### src/rtl/nrga_pkg.sv
// shared types and constants for the nearest resize gradient accumulator
// register map, item codes, config bundle and pipeline control struct
// no dependencies
package nrga_pkg;

  localparam int unsigned PADDR_W = 5;

  // register indexes, paddr[4:2]
  localparam logic [2:0] REG_SRC_ROWS  = 3'd0;
  localparam logic [2:0] REG_SRC_COLS  = 3'd1;
  localparam logic [2:0] REG_ROW_SCALE = 3'd2;
  localparam logic [2:0] REG_COL_SCALE = 3'd3;
  localparam logic [2:0] REG_ALIGN     = 3'd4;

  localparam logic [6:0]  RST_SRC_ROWS  = 7'd64;
  localparam logic [6:0]  RST_SRC_COLS  = 7'd64;
  localparam logic [23:0] RST_ROW_SCALE = 24'h010000;
  localparam logic [23:0] RST_COL_SCALE = 24'h010000;
  localparam logic        RST_ALIGN     = 1'b0;

  localparam logic FUNC_ACCUM = 1'b0;
  localparam logic FUNC_READ  = 1'b1;

  typedef struct packed {
    logic [6:0]  src_rows;
    logic [6:0]  src_cols;
    logic [23:0] row_scale;
    logic [23:0] col_scale;
    logic        round_en;
  } cfg_t;

  // control of one item handed from the address stage to the store
  typedef struct packed {
    logic vld;
    logic rd;
    logic hit;
  } op_t;

endpackage

### src/rtl/nrga_map.sv
// coordinate mapping: input capture, scale multiply, round, clamp, store address
// depends on nrga_pkg
module nrga_map #(
  parameter int unsigned MAX_SRC_ROWS    = 64,
  parameter int unsigned MAX_SRC_COLS    = 64,
  parameter int unsigned MAX_CHANNELS    = 4,
  parameter int unsigned MAX_RESIZED_DIM = 256,
  localparam int unsigned DEPTH  = MAX_SRC_ROWS * MAX_SRC_COLS * MAX_CHANNELS,
  localparam int unsigned ADDR_W = (DEPTH > 1) ? $clog2(DEPTH) : 1
) (
  input  logic                 clk_i,
  input  logic                 rst_ni,
  input  nrga_pkg::cfg_t       cfg_i,
  input  logic                 accept_i,
  input  logic                 func_i,
  input  logic [7:0]           row_i,
  input  logic [7:0]           col_i,
  input  logic [1:0]           channel_i,
  input  logic signed [31:0]   grad_value_i,
  output logic                 busy_o,
  output nrga_pkg::op_t        op_o,
  output logic [ADDR_W-1:0]    addr_o,
  output logic signed [31:0]   grad_o
);
  import nrga_pkg::*;

  // capture stage
  logic               in_vld_q;
  logic               func_q;
  logic [7:0]         row_q;
  logic [7:0]         col_q;
  logic [1:0]         ch_q;
  logic signed [31:0] grad_q;

  // product stage
  logic               p_vld_q;
  logic               p_func_q;
  logic [7:0]         p_row_q;
  logic [7:0]         p_col_q;
  logic [1:0]         p_ch_q;
  logic signed [31:0] p_grad_q;
  logic [31:0]        prod_r_q;
  logic [31:0]        prod_c_q;

  logic [10:0] rows_eff;
  logic [10:0] cols_eff;
  logic [32:0] rnd;
  logic [32:0] sum_r;
  logic [32:0] sum_c;
  logic [16:0] idx_r;
  logic [16:0] idx_c;
  logic [16:0] lim_r;
  logic [16:0] lim_c;
  logic [16:0] sel_r;
  logic [16:0] sel_c;
  logic [31:0] addr_full;
  logic        ch_ok;
  logic        acc_ok;
  logic        rd_ok;

  // size registers of zero act as one, above the maximum act as the maximum
  always_comb begin
    if (cfg_i.src_rows == 7'd0) begin
      rows_eff = 11'd1;
    end else if ({4'd0, cfg_i.src_rows} > 11'(MAX_SRC_ROWS)) begin
      rows_eff = 11'(MAX_SRC_ROWS);
    end else begin
      rows_eff = {4'd0, cfg_i.src_rows};
    end
    if (cfg_i.src_cols == 7'd0) begin
      cols_eff = 11'd1;
    end else if ({4'd0, cfg_i.src_cols} > 11'(MAX_SRC_COLS)) begin
      cols_eff = 11'(MAX_SRC_COLS);
    end else begin
      cols_eff = {4'd0, cfg_i.src_cols};
    end
  end

  always_comb begin
    rnd   = cfg_i.round_en ? 33'h0_0000_8000 : 33'd0;
    sum_r = {1'b0, prod_r_q} + rnd;
    sum_c = {1'b0, prod_c_q} + rnd;
    lim_r = {6'd0, rows_eff - 11'd1};
    lim_c = {6'd0, cols_eff - 11'd1};
    idx_r = (sum_r[32:16] > lim_r) ? lim_r : sum_r[32:16];
    idx_c = (sum_c[32:16] > lim_c) ? lim_c : sum_c[32:16];
    sel_r = (p_func_q == FUNC_READ) ? {9'd0, p_row_q} : idx_r;
    sel_c = (p_func_q == FUNC_READ) ? {9'd0, p_col_q} : idx_c;
    addr_full = (32'(sel_r) * 32'(MAX_SRC_COLS) + 32'(sel_c)) * 32'(MAX_CHANNELS)
                + 32'(p_ch_q);
    ch_ok  = {30'd0, p_ch_q} < 32'(MAX_CHANNELS);
    acc_ok = ch_ok && ({24'd0, p_row_q} < 32'(MAX_RESIZED_DIM))
                   && ({24'd0, p_col_q} < 32'(MAX_RESIZED_DIM));
    rd_ok  = ch_ok && ({3'd0, p_row_q} < rows_eff) && ({3'd0, p_col_q} < cols_eff);
  end

  assign op_o.vld = p_vld_q;
  assign op_o.rd  = (p_func_q == FUNC_READ);
  assign op_o.hit = (p_func_q == FUNC_READ) ? rd_ok : acc_ok;
  assign addr_o   = addr_full[ADDR_W-1:0];
  assign grad_o   = p_grad_q;
  assign busy_o   = in_vld_q | p_vld_q;

  always_ff @(posedge clk_i or negedge rst_ni) begin
    if (!rst_ni) begin
      in_vld_q <= 1'b0;
      p_vld_q  <= 1'b0;
    end else begin
      in_vld_q <= accept_i;
      p_vld_q  <= in_vld_q;
    end
  end

  always_ff @(posedge clk_i) begin
    if (accept_i) begin
      func_q <= func_i;
      row_q  <= row_i;
      col_q  <= col_i;
      ch_q   <= channel_i;
      grad_q <= grad_value_i;
    end
    if (in_vld_q) begin
      p_func_q <= func_q;
      p_row_q  <= row_q;
      p_col_q  <= col_q;
      p_ch_q   <= ch_q;
      p_grad_q <= grad_q;
      prod_r_q <= {24'd0, row_q} * {8'd0, cfg_i.row_scale};
      prod_c_q <= {24'd0, col_q} * {8'd0, cfg_i.col_scale};
    end
  end

endmodule

### config.mk
export PLATFORM = sky130hd
export DESIGN_NAME = nrga_map
export DESIGN_NICKNAME = d
export VERILOG_FILES = /design/src/rtl/nrga_pkg.sv /design/src/rtl/nrga_map.sv
export SDC_FILE = /design/constraint.sdc
export NUM_CORES = 1
export LEC_CHECK = 0
export ABC_AREA = 0
export BUFFER_PORTS_ARGS = -buffer_cell sky130_fd_sc_hd__buf_2
export CAP_MARGIN = 20
export CORE_MARGIN = 4
export CORE_UTILIZATION = 65
export DETAILED_ROUTE_END_ITERATION = 16
export PLACE_DENSITY = 0.87
export SETUP_SLACK_MARGIN = 0.5
export SLEW_MARGIN = 0
export SYNTH_ARGS = -nofsm -noshare
export SYNTH_HDL_FRONTEND = slang
export SYNTH_SLANG_ARGS = --single-unit
### constraint.sdc
create_clock -name clk_i -period 10.35 [get_ports clk_i]
set_clock_uncertainty 0.15 [all_clocks]
set_input_delay 2.07 -clock clk_i [delete_from_list [all_inputs] [get_ports clk_i]]
set_output_delay 2.07 -clock clk_i [all_outputs]
set_load 0.005 [all_outputs]
Yosys cells after proc, flatten, opt, wreduce, memory -nomap -nowiden --
Index checks and enable logic that the tools add are counted. W data, S select, Z words.
Word-level totals: latch bits 0, register bits 168, input bits 117, memory bits (writable) 0, word-level logic and storage cells 42, output and inout bits 50, memories kept 0, memory bits (read-only) 0
Operators by class: $mul 2, reductions and logical operators 3, div/mod/pow operators 0, mux-type cells 10, eq/ne operators 0, magnitude comparators 6, shifts and indexed selects 0, add/subtract/negate cells 6, bitwise operators 1
Operators with widths (count):
- $add A32 B16 Y33 | 2
- $mul A8 B24 Y32 | 2
- $gt A17 B11 Y1 | 2
- $mux W12 | 2
- $lt A8 B11 Y1 | 2
- $mux W11 | 2
- $sub A11 B1 Y11 const B | 2
- $mux W16 | 1
- $add A14 B2 Y14 | 1
- $gt A7 B7 Y1 const B | 2
- $logic_not A7 Y1 | 2
- $mux W7 | 2
- $add A12 B12 Y12 | 1
- $mux W6 | 2
- $logic_and A1 B1 Y1 | 1
- $mux W1 | 1
- $or A1 B1 Y1 | 1

Depth between registers and ports, before layout --
depth in word-level cells 9, mapped depth 22, depth with buffers taken out 21

Least setup slack after synthesis --
No wires, ideal clock.
kind input to output, start input port cfg_i[51] (netlist name), end output port addr_o[12], required time 8.130 ns, setup slack 2.241 ns, buffers on the path 1, cell stages on the path 21, data arrival time 5.889 ns, cell sequence nor4_1 > nor2b_1 > o21ai_1 > ha_1 > inv_1 > nor3_1 > o21ai_0 > inv_1 > ha_1 > nor4_1 > a221oi_1 > a221o_1 > a21oi_2 > buf_4 > nor3b_1 > nor3_1 > ha_1 > fa_1 > a21o_1 > a21oi_1 > xnor2_1
Between the ends: cells in the longest elaborated chain, start to end 9, elaborated cells on any way between the ends 10, those cells by class add/sub (3); order compare (2); mux (4); reduce/logical (1)
RTL lines:
- from (decl) | RTL line nrga_map.sv:13 | input nrga_pkg::cfg_t cfg_i,
- $gt A7 B7 Y1 | RTL line nrga_map.sv:72 | end else if ({4'd0, cfg_i.src_cols} > 11'(MAX_SRC_COLS)) begin
- $mux W7 | RTL line nrga_map.sv:72
- $mux W11 (*) | RTL line nrga_map.sv:70 | if (cfg_i.src_cols == 7'd0) begin
- $sub A11 B1 Y11 (*) | RTL line nrga_map.sv:84 | lim_c = {6'd0, cols_eff - 11'd1};
- $gt A17 B11 Y1 | RTL line nrga_map.sv:86 | idx_c = (sum_c[32:16] > lim_c) ? lim_c : sum_c[32:16];
- $mux W12 (*) | RTL line nrga_map.sv:86
- $mux W12 (*) | RTL line nrga_map.sv:88 | sel_c = (p_func_q == FUNC_READ) ? {9'd0, p_col_q} : idx_c;
- $add A12 B12 Y12 (*) | RTL line nrga_map.sv:89 | addr_full = (32'(sel_r) * 32'(MAX_SRC_COLS) + 32'(sel_c)) * 32'(MAX_CHANNELS)
- $add A14 B2 Y14 (*) | RTL line nrga_map.sv:90 | + 32'(p_ch_q);
- to (decl) | RTL line nrga_map.sv:22 | output logic [ADDR_W-1:0] addr_o,
Mark *: on every way between the ends. The rest lies on a longest branch, timed or not.

Worst setup path after layout --
start input port cfg_i[52] (netlist name), end output port addr_o[13]
The elaborated chain is that of the path after synthesis.

==> run metrics <==
status finished clean; slew margin rel. 26.76%; die extent in x 168.9 µm; Clock Path Buffers 2; share of the synthesized area in the top cell type 31.29%; chip height 168.9 µm; cells along the critical path buf_2, nor4_1, nor2b_1, o21ai_1, ha_1, inv_1, nor3_1, o21ai_0, inv_1, ha_1, nor4_1, a221oi_1, a221o_1, a21oi_2, nor2b_1, a22o_1, ha_1, a21o_1, a21oi_1, o21bai_1, a21oi_1, xnor2_1, buf_2; setup TNS 0 ps; Seq/Total Area, Yosys 24.57%; Post-CTS Hold Buffers 0; detailed-route wire length per cell 18.03 µm; Starting Density 66.43%; Hold WS 261.4 ps; DR iter-0 viols 900; synthesis-to-layout area growth 10.40%; Total Power 4522 µW; required time worst endpoint 8130 ps; most common cell after layout, fill and taps aside nand2_1; Least-Margin Pin Slew 1099 ps; setup bufs post-CTS 0; IO Count 167; worst setup path class input port to primary output; worst skew pair latency 420 ps; hpwl dp 29270 µm; Tot GR Track Use 27.91%; async set-or-reset flop fraction in the synthesized netlist 1.449%; post-synth top area cell fa_1; Via Count 12360; first-pass GRT wire length 64290 µm; most used cell, CP ha_1; GP Congestion 0.8913; largest stage delay on the critical path 550 ps; CTS tree done; Arr. time, crit path 7260 ps; pwr/cell area 243.4 nW/µm²; Critical-path top delay cell a21oi_2; row cnt 58; Core ar. 25330 µm²; Root Driver clkbuf_16; DIE AREA 28520 µm²; Syn Area/Cell 10.27 µm²; min Tclk post-route 9484 ps; dominant cells by area after synthesis fa_1 31%, edfxtp_1 24%, ha_1 10%; commonest non-fill, non-tap cells in the layout 264 x nand2_1, 263 x fa_1, 246 x inv_1; vias in the first global route 13310; Ys Warns 0; initial antenna violation count 2; min-delay worst type register to register; Via density 5.796; Mapped Cells 1638; Tcrit/Tclk final 91.64%; crit path from cfg_i[52]; RSZ-0062 raised after global routing false; Pre-Repair DR Iteration Count 5; largest net degree at the start of global routing 88; CTS sink cnt 138; FMAX 0.1054 GHz; post-cts sizing count 0; htree depth 4; final hold vios 0; Synth Register Bits 138; antenna-violating nets left 0; Place WS 1185 ps; clock-pin slew of the registers on the worst-case setup and hold paths 70 ps; hold_sp grad_q[7]$_DFFE_PP_; r2r startpoint col_q[7]$_DFFE_PP_; GRT overflow 0; Post-route DRC 0; Final Max Tran Viols 0; crit path max fanout 14; top_reg_cell synth edfxtp_1; PortBufs 166; Num CTS Buffers 17; final setup vio count 0; Post-Syn Area 16820 µm²; Max Cap Violations 0; Worst Setup End Kind primary output; setup ws final 865.7 ps; Diodes inserted 0; layout cell share with drive strength beyond 1 12.26%; final net count 2310; peak supply drop 0.0001636 V; count of cell types in the netlist 72; leak pwr 0.008669 µW; Worst setup SP type input port; EDFF count, synth 136; final WL 38440 µm
-- cells by family after synthesis --
family / synth area share [%]
flip-flops: 24.57
multiplexers: 0.3570
buffers and inverters: 6.544
XOR/XNOR: 2.863
AO/OA/AOI/OAI: 6.730
adder cells (fa/ha/maj): 41.78
other: 0.02229
AND/OR/NAND/NOR: 17.13
-- flip-flops by register name (all words and copies together), names as in the netlist --
signal    cells
ch_q          2
p_row_q       8
grad_q       32
prod_r_q     17
p_func_q      1
p_vld_q       1
p_ch_q        2
p_col_q       8
prod_c_q     17
func_q        1
in_vld_q      1
row_q         8
col_q         8
grad_o       32
-- cell type report --
| type | instances | area [µm²] |
|---|---|---|
| Multi-Input combinational cell | 1213 | 11600 |
| Sequential cell | 138 | 4138 |
| Tap cell | 330 | 412.9 |
| Timing Repair Buffer | 171 | 888.4 |
| Fill cell | 1737 | 6751 |
| Inverter | 248 | 930.9 |
| Clock buffer | 18 | 429.2 |
| Clock inverter | 14 | 175.2 |
-- critical path: cells and delay by family --
family                   cells  cell delay (ps)
AO/OA/AOI/OAI               10             2400
XOR/XNOR                     1              130
adder cells (fa/ha/maj)      3              810
buffers and inverters        4              500
AND/OR/NAND/NOR              5             1380
-- power by group --
part           switching [µW]  internal, µW  total, µW  leakage [µW]
Clock                     251           366        617      0.000298
Sequential                110           838        948       0.00136
Combinational            1660          1300       2960       0.00701
Total                    2020          2500       4520       0.00867
-- cell usage after synthesis (16+ instances only) --
master    count
nor2_1       33
xor2_1       21
ha_1        141
inv_1       246
edfxtp_1    136
a21o_1       16
a21oi_1      44
nand3_1      30
fa_1        263
xnor2_1      34
and2_1      169
nand2_1     264
clkbuf_1     37
-- routing by layer --
layer | vias up | routed length, µm | global-route usage [%]
met2 | 522 | 19700 | 48.69
li1 | 5601 | - | -
met5 | - | 7 | 0
met3 | 85 | 2883 | 4.554
met4 | 2 | 939 | 8.010
met1 | 6147 | 14910 | 36.35
-- path summary, 6_finish.rpt --
check | slack, ps | to | cells after the start
min in group asynchronous | 1280 | p_vld_q$_DFF_PN0_ | 1
worst max-delay path | 870 | addr_o[13] | 23
worst min-delay path | 260 | grad_o[7]$_DFFE_PP_ | 0
max in group asynchronous | 8650 | in_vld_q$_DFF_PN0_ | 1
worst max register to register | 4480 | prod_c_q[31]$_DFFE_PP_ | 15
worst min register to register | 260 | grad_o[7]$_DFFE_PP_ | 0
-- metrics by stage --
step           cell area, µm²  instances  util [%]
4_1_cts                 18550       2131     73.23
5_1_grt                 18580       2132     73.34
2_1_floorplan           16840       1641         -
6_report                18580       2132     73.34
3_3_place_gp            17940       2099     70.85
3_5_place_dp            17940       2099     70.85
Power figures use the tool's default switching activity.
